<file path="src/hdl/olid_pkg.sv">
// types, constants and codes shared by the ordered list block
`default_nettype none
package olid_pkg;

	localparam int CAPACITY = 32;
	localparam int AW = (CAPACITY > 1) ? $clog2(CAPACITY) : 1;
	localparam int CW = $clog2(CAPACITY + 1);
	localparam int DW = 32;

	typedef enum logic [1:0] {
		OP_ADD  = 2'd0,
		OP_DEL  = 2'd1,
		OP_LIST = 2'd2,
		OP_NONE = 2'd3
	} op_t;

	typedef enum logic [1:0] {
		ST_OK       = 2'd0,
		ST_FULL     = 2'd1,
		ST_EMPTY    = 2'd2,
		ST_NOTFOUND = 2'd3
	} status_t;

	typedef enum logic [1:0] {
		S_IDLE,
		S_SEARCH,
		S_SHIFT,
		S_LIST
	} state_t;

	typedef struct packed {
		op_t                   op;
		logic signed [DW-1:0]  value;
	} req_t;

	typedef struct packed {
		status_t               status;
		logic signed [DW-1:0]  entry;
		logic                  last;
	} res_t;

endpackage
`default_nettype wire

</file>
<file path="src/hdl/olid_store.sv">
// entry store: one write port, one read port with registered data
`default_nettype none
module olid_store (
	input  wire logic                        clk,
	input  wire logic                        wr_en,
	input  wire logic [olid_pkg::AW-1:0]     wr_addr,
	input  wire logic [olid_pkg::DW-1:0]     wr_data,
	input  wire logic [olid_pkg::AW-1:0]     rd_addr,
	output      logic [olid_pkg::DW-1:0]     rd_data
);
	import olid_pkg::*;

	logic [DW-1:0] mem_q [CAPACITY];

	always_ff @(posedge clk) begin
		if (wr_en) begin
			mem_q[wr_addr] <= wr_data;
		end
	end

	always_ff @(posedge clk) begin
		rd_data <= mem_q[rd_addr];
	end

endmodule
`default_nettype wire

</file>
<file path="src/hdl/ordered_list_insert_delete.sv">
// ordered list of signed words: add at front, delete first match, list newest first
//
// An item is taken when start is high and busy is low. Every result is shown for one
// cycle with done high and cannot be held off, so the receiver must take it then.
// An add, and any delete or list on an empty list, leaves busy low and gives its
// single result in the next cycle; an unknown op gives nothing. A delete walks the
// store from the newest entry through the one read port, one entry per cycle, with a
// single comparator, then moves each entry newer than the match down one place,
// one per cycle, keeping busy high until the last entry is written back; a delete
// that finds no match ends once the oldest entry has been compared. A list gives
// one result per cycle, newest first, once the registered read data arrives, and
// marks the oldest with last. The store needs no clearing after reset.
`default_nettype none
module ordered_list_insert_delete (
	input  wire logic           clk,
	input  wire logic           arst_n,
	input  wire logic           start,
	input  wire olid_pkg::req_t req,
	output      logic           busy,
	output      logic           done,
	output      olid_pkg::res_t res
);
	import olid_pkg::*;

	state_t            state_q, state_d;
	logic [CW-1:0]     count_q;
	logic [DW-1:0]     value_q;
	logic [CW-1:0]     ptr_q;
	logic [CW-1:0]     rem_q;
	logic              vld_s1;
	logic [AW-1:0]     addr_s1;
	logic              done_q;
	res_t              res_q;

	logic              accept;
	logic              iss;
	logic              hit;
	logic              miss_end;
	logic              list_end;
	logic              wr_en;
	logic [AW-1:0]     wr_addr;
	logic [DW-1:0]     wr_data;
	logic [DW-1:0]     rd_data;
	logic              emit;
	res_t              emit_res;

	assign busy     = (state_q != S_IDLE);
	assign accept   = start && !busy;
	assign hit      = (state_q == S_SEARCH) && vld_s1 && (rd_data == value_q);
	assign miss_end = (state_q == S_SEARCH) && vld_s1 && !hit && (addr_s1 == '0);
	assign list_end = (state_q == S_LIST) && vld_s1 && (addr_s1 == '0);

	olid_store u_store (
		.clk     (clk),
		.wr_en   (wr_en),
		.wr_addr (wr_addr),
		.wr_data (wr_data),
		.rd_addr (ptr_q[AW-1:0]),
		.rd_data (rd_data)
	);

	// next state
	always_comb begin
		state_d = state_q;
		unique case (state_q)
			S_IDLE: begin
				if (accept && count_q != '0) begin
					if (req.op == OP_DEL) begin
						state_d = S_SEARCH;
					end else if (req.op == OP_LIST) begin
						state_d = S_LIST;
					end
				end
			end
			S_SEARCH: begin
				if (hit) begin
					state_d = S_SHIFT;
				end else if (miss_end) begin
					state_d = S_IDLE;
				end
			end
			S_SHIFT: begin
				if (rem_q == '0) begin
					state_d = S_IDLE;
				end
			end
			S_LIST: begin
				if (list_end) begin
					state_d = S_IDLE;
				end
			end
			default: state_d = S_IDLE;
		endcase
	end

	// datapath control and result beats
	always_comb begin
		iss      = 1'b0;
		wr_en    = 1'b0;
		wr_addr  = count_q[AW-1:0];
		wr_data  = req.value;
		emit     = 1'b0;
		emit_res = '{status: ST_OK, entry: '0, last: 1'b1};
		unique case (state_q)
			S_IDLE: begin
				if (accept) begin
					unique case (req.op)
						OP_ADD: begin
							emit = 1'b1;
							if (count_q >= CW'(CAPACITY)) begin
								emit_res.status = ST_FULL;
							end else begin
								wr_en = 1'b1;
							end
						end
						OP_DEL, OP_LIST: begin
							if (count_q == '0) begin
								emit            = 1'b1;
								emit_res.status = ST_EMPTY;
							end
						end
						OP_NONE: ;
						default: ;
					endcase
				end
			end
			S_SEARCH: begin
				iss = (rem_q != '0) && !hit;
				if (miss_end) begin
					emit            = 1'b1;
					emit_res.status = ST_NOTFOUND;
				end
			end
			S_SHIFT: begin
				iss = (rem_q != '0);
				if (vld_s1) begin
					wr_en   = 1'b1;
					wr_addr = addr_s1 - AW'(1);
					wr_data = rd_data;
				end
				if (rem_q == '0) begin
					emit = 1'b1;
				end
			end
			S_LIST: begin
				iss = (rem_q != '0);
				if (vld_s1) begin
					emit           = 1'b1;
					emit_res.entry = rd_data;
					emit_res.last  = (addr_s1 == '0);
				end
			end
			default: ;
		endcase
	end

	always_ff @(posedge clk or negedge arst_n) begin
		if (!arst_n) begin
			state_q <= S_IDLE;
			count_q <= '0;
			rem_q   <= '0;
			vld_s1  <= 1'b0;
			done_q  <= 1'b0;
		end else begin
			state_q <= state_d;
			vld_s1  <= iss;
			done_q  <= emit;
			if (accept && req.op == OP_ADD && count_q < CW'(CAPACITY)) begin
				count_q <= count_q + CW'(1);
			end else if (state_q == S_SHIFT && rem_q == '0) begin
				count_q <= count_q - CW'(1);
			end
			if (accept) begin
				rem_q <= count_q;
			end else if (hit) begin
				rem_q <= count_q - CW'(addr_s1) - CW'(1);
			end else if (iss) begin
				rem_q <= rem_q - CW'(1);
			end
		end
	end

	always_ff @(posedge clk) begin
		addr_s1 <= ptr_q[AW-1:0];
		res_q   <= emit_res;
		if (accept) begin
			value_q <= req.value;
			ptr_q   <= count_q - CW'(1);
		end else if (hit) begin
			ptr_q <= CW'(addr_s1) + CW'(1);
		end else if (iss) begin
			if (state_q == S_SHIFT) begin
				ptr_q <= ptr_q + CW'(1);
			end else begin
				ptr_q <= ptr_q - CW'(1);
			end
		end
	end

	assign done = done_q;
	assign res  = res_q;

`ifndef SYNTHESIS
	a_count_bound: assert property (@(posedge clk) disable iff (!arst_n)
		count_q <= CW'(CAPACITY))
		else $error("entry count above capacity");

	a_count_step: assert property (@(posedge clk) disable iff (!arst_n)
		(count_q != $past(count_q)) |->
		((count_q - $past(count_q) == CW'(1)) || ($past(count_q) - count_q == CW'(1))))
		else $error("entry count moved by more than one");

	a_zero_entry: assert property (@(posedge clk) disable iff (!arst_n)
		(done_q && res_q.status != ST_OK) |-> (res_q.entry == '0))
		else $error("non-ok beat carries an entry");

	a_read_idle: assert property (@(posedge clk) disable iff (!arst_n)
		vld_s1 |-> (state_q != S_IDLE))
		else $error("read data pending while idle");

	a_shift_range: assert property (@(posedge clk) disable iff (!arst_n)
		(wr_en && state_q == S_SHIFT) |-> (CW'(wr_addr) < count_q))
		else $error("shift writes beyond the list");
`endif

endmodule
`default_nettype wire
</file>
<file path="config.mk">
export PLATFORM = sky130hd
export DESIGN_NAME = ordered_list_insert_delete
export DESIGN_NICKNAME = d
export VERILOG_FILES = /design/src/hdl/olid_pkg.sv /design/src/hdl/olid_store.sv /design/src/hdl/ordered_list_insert_delete.sv
export SDC_FILE = /design/constraint.sdc
export NUM_CORES = 1
export LEC_CHECK = 0
export BUFFER_PORTS_ARGS = -buffer_cell sky130_fd_sc_hd__buf_2
export CAP_MARGIN = 20
export CORE_ASPECT_RATIO = 1.5
export CORE_MARGIN = 1.5
export CORE_UTILIZATION = 35
export DETAILED_ROUTE_END_ITERATION = 8
export PLACE_DENSITY_LB_ADDON = 0.2
export SLEW_MARGIN = 15
export SYNTH_ARGS = -nofsm -noshare
export SYNTH_HDL_FRONTEND = slang
export SYNTH_SLANG_ARGS = --single-unit
</file>
<file path="constraint.sdc">
create_clock -name clk -period 4.4 [get_ports clk]
set_input_delay 0.22 -clock clk [delete_from_list [all_inputs] [get_ports clk]]
set_output_delay 0.22 -clock clk [all_outputs]
set_load 0.01 [all_outputs]
</file>
# Yosys cells after proc, flatten, opt, wreduce, memory -nomap -nowiden

Memories as Yosys holds them, arrays and structs flattened. A register that Yosys moved wholly into a read port is not among the register bits.
Cells that the tools add are included.
Widths: inputs -> output; s select.

Register bits after elaboration: 94
RAM bits: 1,024
Output and inout bits: 37
Word-level logic and storage cells: 103
Memories kept: 1

Memory list:

| memory        | words | width | rd ports | clocked after Yosys merged registers in | write ports | line             | text |
|---|---|---|---|---|---|---|---|
| u_store.mem_q | 32    | 32    | 1        | 1                                       | 1           | olid_store.sv:13 | `logic [DW-1:0] mem_q [CAPACITY];` |

$add $sub $neg: 9
Order comparisons: 2
Equality and inequality tests: 11
Multiplexer cells: 41
Reductions and logical operators: 28

Operators by type and width:

| operator            | count |
|---|---|
| $mux 32             | 2 |
| $mux 6              | 9 |
| $eq 32x32->1        | 1 |
| $sub 6x1->6 const B | 4 |
| $mux 2              | 10 |
| $add 6x1->6 const B | 2 |
| $logic_and 1x1->1   | 12 |
| $logic_not 6->1     | 2 |
| $reduce_bool 6->1   | 2 |
| $mux 1              | 11 |
| $mux 5              | 2 |
| $pmux 2 s2          | 2 |
| $pmux 2 s4          | 1 |
| $add 5x1->6 const B | 1 |
| $eq 2x2->1 const B  | 3 |
| $ge 6x6->1 const B  | 1 |
| $lt 6x6->1 const B  | 1 |
| $ne 2x2->1 const B  | 3 |
| $ne 3x3->1 const B  | 2 |
| $pmux 1 s2          | 3 |
| $sub 6x5->6         | 1 |
| $logic_not 5->1     | 1 |
| $reduce_and 5->1    | 1 |
| $sub 5x1->5 const B | 1 |
| other kinds (8)     | 13 |

# Longest topological paths before layout

Depth in word-level cells: 9
Mapped depth: 9

# By module

From an unflattened synthesis, not the netlist that was laid out.

Cell total of the unflattened synthesis: 2,661
Area total of the unflattened synthesis: 45,052.0 sq um

Modules (own cells, without submodules):

| module                     | times used | cells each | area an instance (sq um) | sequential area each (sq um) |
|---|---|---|---|---|
| olid_store                 | 1          | 2,260      | 40,487.6                 | 31,390.1 |
| ordered_list_insert_delete | 1          | 401        | 4,564.4                  | 2,312.2 |

# Worst setup path before layout

No wires, ideal clock.

Path kind: reg-to-reg
From: register addr_s1[0]
To: memory u_store.mem_q[0][0], enable pin
Library setup time: 0.421 ns
Arrival: 3.157 ns
Data required time: 3.979 ns
Slack: 0.822 ns
Stages on the path, launching flop included: 8
Buffers on the path: 0
Period minus slack after synthesis: 3.578 ns
Path through: dfxtp_1 -> inv_1 -> ha_1 -> nor4b_1 -> o31ai_1 -> inv_1 -> or3_1 -> nor2_1

Word-level cells in the longest chain between the ends: 3

Ends and longest elaborated chain:

| element                | line                              | text |
|---|---|---|
| from (decl)            | ordered_list_insert_delete.sv:31  | `logic [AW-1:0] addr_s1;` |
| from (signal assigned) | ordered_list_insert_delete.sv:184 | `addr_s1 <= ptr_q[AW-1:0];` |
| $sub 5x1->5            | ordered_list_insert_delete.sv:138 | `wr_addr = addr_s1 - AW'(1);` |
| $mux 5                 | ordered_list_insert_delete.sv:136 | `if (vld_s1) begin` |
| $mux 5                 | ordered_list_insert_delete.sv:104 | `unique case (state_q)` |
| to (decl)              | olid_store.sv:13                  |  |

No other way between the ends.

# Final worst setup path

From: register addr_s1[0]
To: memory u_store.mem_q[2][23], enable pin

Same word-level chain as after synthesis.

==> results.md <==
Status:
- The run finished with clean final reports.

Timing:
- The setup slack of the critical path after layout is 0.9117 ns.
- After routing, the total negative slack on setup checks comes to 0 ns.
- The share of the cycle needed by the critical path after routing is 0.7928.
- On the final layout, the worst clock skew is 0.03801 ns.
- In this run the tightest slew margin relative to its limit is 0.2248.
- The number of endpoints failing setup at the final stage is 0.
- The transition time at the pin with the least slew margin is between 1 and 1.5 ns.
- The highest clock rate is 0.2867 GHz.
- Hold is met by 0.05293 ns.
- The hold violation total from the final report is 0.
- The worst path in the final design needs a cycle of between 3 and 4 ns, including I/O delays and setup.
- Setup repair after global routing left no endpoint under its margin.
- The number of max-slew violations in the final report is 0.

Power:
- The cell area power density is roughly 420 nW/um^2.
- The leakage dissipation is between 15 and 20 nW.
- Internal power comes to ~17 mW.
- Of the total power, the share spent switching nets is 0.1981.
- Of the total power, registers draw 0.553.
- The peak supply drop is around 0.32 mV.
- The total power is roughly 22 mW.
- For this design the total switching power over the nets is around 4.3 mW.
- Of the total power, the clock network draws 0.436.
- The share of total power dissipated in combinational logic is 0.011.

Worst setup path:
- The worst setup path is launched from a flip-flop.
- The required time reported for the critical path endpoint is 4.77 ns.
- The type of the setup path with the least slack is reg -> reg.
- The endpoint type of the worst setup path is a flip-flop.
- The biggest fanout along the worst timing path is 19.
- For this run, the slowest stage of the critical path takes slightly below 0.8 ns.
- The signal on the critical path passes through inv_1 -> ha_1 -> nor4b_1 -> o31ai_1 -> inv_1 -> or3_1 -> nor2_4 -> buf_4.
- Among all stages on the critical path, the largest delay is contributed by sky130_fd_sc_hd__o31ai_1.
- The arrival time at the worst endpoint is between 3 and 4 ns.
- The most frequent cell on the critical path is sky130_fd_sc_hd__inv_1.

Worst hold path:
- The class of the tightest hold or removal check is in -> reg.

Route:
- The sum of routed wire segments on met1 is 44.87 mm.
- The remaining routing DRC violations is 0.
- After the first detailed-routing iteration, the DRC count stood at about 1800.
- The average via count per standard cell is roughly 5.3.
- After detailed routing, the met2 layer carries 59.54 mm of wire.
- The routed length per placed instance is between 20 and 30 microns.
- Once detail routing completed, the nets flagged for antenna violations numbered 0.
- The total iterations of the first detailed-routing run is 5.
- After detailed routing, the met3 layer carries just under 6 mm of wire.
- After detailed routing, the total wire length is around 110 mm.
- In this run the top signal layer used is met4.
- For this block, the via count after detailed routing is slightly above 20000.

Yosys:
- The number of nets handed over by synthesis was approximately 2000.
- Yosys mapped the design onto just under 50 distinct sky130hd cell types.
- For this run, the register share of the synthesized area comes to 0.7641.
- The area fraction in and, or, nand and nor cells after synthesis is 0.01784.
- The compound-cell area share of the yosys netlist was 0.007574.
- The yosys synthesis warning count is 0.
- The async set or reset register ratio after synthesis is 0.01393.
- The average instance in the mapped netlist occupies 22.79 sq um.
- Of the total synthesized cell area, the portion taken by full adders, half adders and majority gates is 0.005446.
- Of the total synthesized cell area, the portion taken by XOR and XNOR cells is 0.01033.
- The post-synthesis mux area share is 0.1827.
- By area, the combinational part of the netlist is dominated by multiplexers.
- The post-synthesis register bit count is 1149.
- Synthesis handed over a netlist of between 1500 and 2000 instances.
- After synthesis the cells add up to about 44000 sq um.
- The most used flip-flop cell after synthesis is sky130_fd_sc_hd__edfxtp_1.
- The number of flops mapped to enable cells by yosys is 1061.

Floorplan:
- The die width is about 290 microns.
- The initial utilization of the core area, before any placement, comes to 0.3525.
- For this design the top-level I/O count stands at 74.
- The floorplan step defined a die boundary enclosing 128200 sq um.
- Row generation in the floorplan step produced 159 rows.
- The region available for standard cell placement spans between 100000 and 150000 sq um.
- The overall die height is between 400 and 500 microns.

Place:
- Prior to clock tree synthesis, the placed netlist has a worst setup slack of 1.011 ns.
- The routability congestion estimate is between 0.7 and 0.8.
- Summed over all nets, the half-perimeter wirelength after detailed placement is about 70 mm.
- In this run the tool buffered the top-level ports with 73 buffer cells.

CTS:
- Clock-pin slew was measured on the worst setup and hold paths at roughly 0.07 ns.
- TritonCTS built the clock tree.
- The clock tree synthesis step divided the H-tree into 3 levels.
- The tree is rooted in a sky130_fd_sc_hd__clkbuf_16.
- The insertion delay to the later sink of the worst-skew pair is 0.73 ns.
- In this run, CTS created clock tree buffers numbering around 110.
- The number of clock sinks is around 1100.
- The longest clock path from root to sink contains 3 buffers.

Final layout:
- The most frequent standard cell in the layout excluding fill and tap cells is sky130_fd_sc_hd__edfxtp_1.
- From synthesis to final layout, the design area changed by 15.61%.
- The final layout contains between 2000 and 2500 nets.
- Leaving out fill and tap cells, the most frequent cells in the layout are sky130_fd_sc_hd__edfxtp_1 (1061), sky130_fd_sc_hd__mux4_2 (320), sky130_fd_sc_hd__clkbuf_16 (108), sky130_fd_sc_hd__buf_2 (73), sky130_fd_sc_hd__dfxtp_1 (72).
- The final standard cell utilization of the core is 0.4075.
- The proportion of layout cells with a drive suffix above 1 is 0.3251.

Global routing:
- The number of antenna violations at the first check in global routing is 7.
- Summed over all layers, the global routing overflow is 0.
- The first global-routing pass estimated roughly 160 mm of wire.
- The largest net degree at the start of global routing is 76.
- The aggregate global-route resource usage is 0.1791.
- The number of global-route vias before repair is ~22000.

Run:
- The max capacitance violation total is 0.
## power groups by stage
stage	clock, mW	combinational (mW)	sequential [mW]
final	9.38	0.232	11.9
after global routing	9.97	0.252	11.9
after CTS	9.61	0.236	11.9
after detailed placement	0	0.211	12.1
after global placement	0	0.198	12.1
after floorplan	0	0.0855	12.1
## layer usage
layer | up-vias | global-route usage
met5 | - | 0
met4 | 0 | 0.05457
met3 | 143 | 0.03286
met2 | 583 | 0.3165
met1 | 11160 | 0.2229
li1 | 8528 | -
## state kept, by name, summed over array words and instances, names as in the netlist, 2 cells and up
signal and cells:
u_store.mem_q 1024, res 35, u_store.rd_data 32, value_q 32
count_q 6, rem_q 6, addr_s1 5, ptr_q 5
state_q 2
## what timing repair did
action                                 4_1_cts  5_1_grt
hold buffers                                36        0
buffers inserted                             0        0
resized for setup                            0        0
endpoints found under the hold margin       50        0
## worst max-delay path, delay by kind of cell (launching register included)
family | cells | cell delay [ns]
AOI/OAI and AO/OA | 1 | 0.78
DFF | 1 | 0.44
buffers and inverters | 3 | 0.68
and+or+nand+nor | 3 | 0.93
adders and majority gates | 1 | 0.25
## per-stage QoR
step,area [sq um],cells
after CTS,50990,3849
final,50990,3851
after global placement,47090,3612
after detailed placement,47090,3612
after global routing,50990,3849
after floorplan,44110,1935
## cells by family (layout without fill, tap and decap cells)
family | after synthesis | after routing
mux | 397 | 397
fa+ha+maj | 18 | 18
xor+xnor | 52 | 52
simple gates | 159 | 159
compound gates | 51 | 51
buf+inv | 109 | 413
other cells | 0 | 2
flops | 1149 | 1149
## final timing paths
kind | end | slack, ns | start | cells after the start
max | u_store.mem_q[2][23] | 0.91 | addr_s1[0] | 8
min | rem_q[2] | 0.05 | start | 4
max reg2reg | u_store.mem_q[2][23] | 0.91 | addr_s1[0] | 8
min reg2reg | res[27] | 0.51 | u_store.rd_data[26] | 1
max in group asynchronous | count_q[3] | 3.16 | arst_n | 3
min in group asynchronous | done | 0.68 | arst_n | 3
## cells in the mapped netlist (all sizes together), types with 8 or more instances
cell type | number | area [sq um]
buf | 41 | 274.0
nand4 | 10 | 62.56
nor2 | 55 | 206.5
ha | 16 | 200.2
dfxtp | 72 | 1441
xnor2 | 46 | 402.9
and2 | 33 | 206.5
inv | 19 | 71.32
clkbuf | 49 | 185.2
nand2 | 25 | 96.35
edfxtp | 1061 | 31860
mux4 | 320 | 7207
mux2i | 13 | 130.1
nand3 | 10 | 50.05
a21oi | 8 | 40.04
o21ai | 15 | 75.07
dfrtp | 16 | 400.4
mux2 | 64 | 720.7
## area by class of cell
type                    count  area [sq um]
multi-input cells         677         10120
repair buffers            193          1544
clock inverters            60         681.9
flip-flops and latches   1149         33700
well taps                1610          2014
fillers                 10880         74140
clock buffers             141          2856
inverters                  19         71.32
diodes                      2         5.005
No activity file was read; power rests on OpenSTA's default activity.
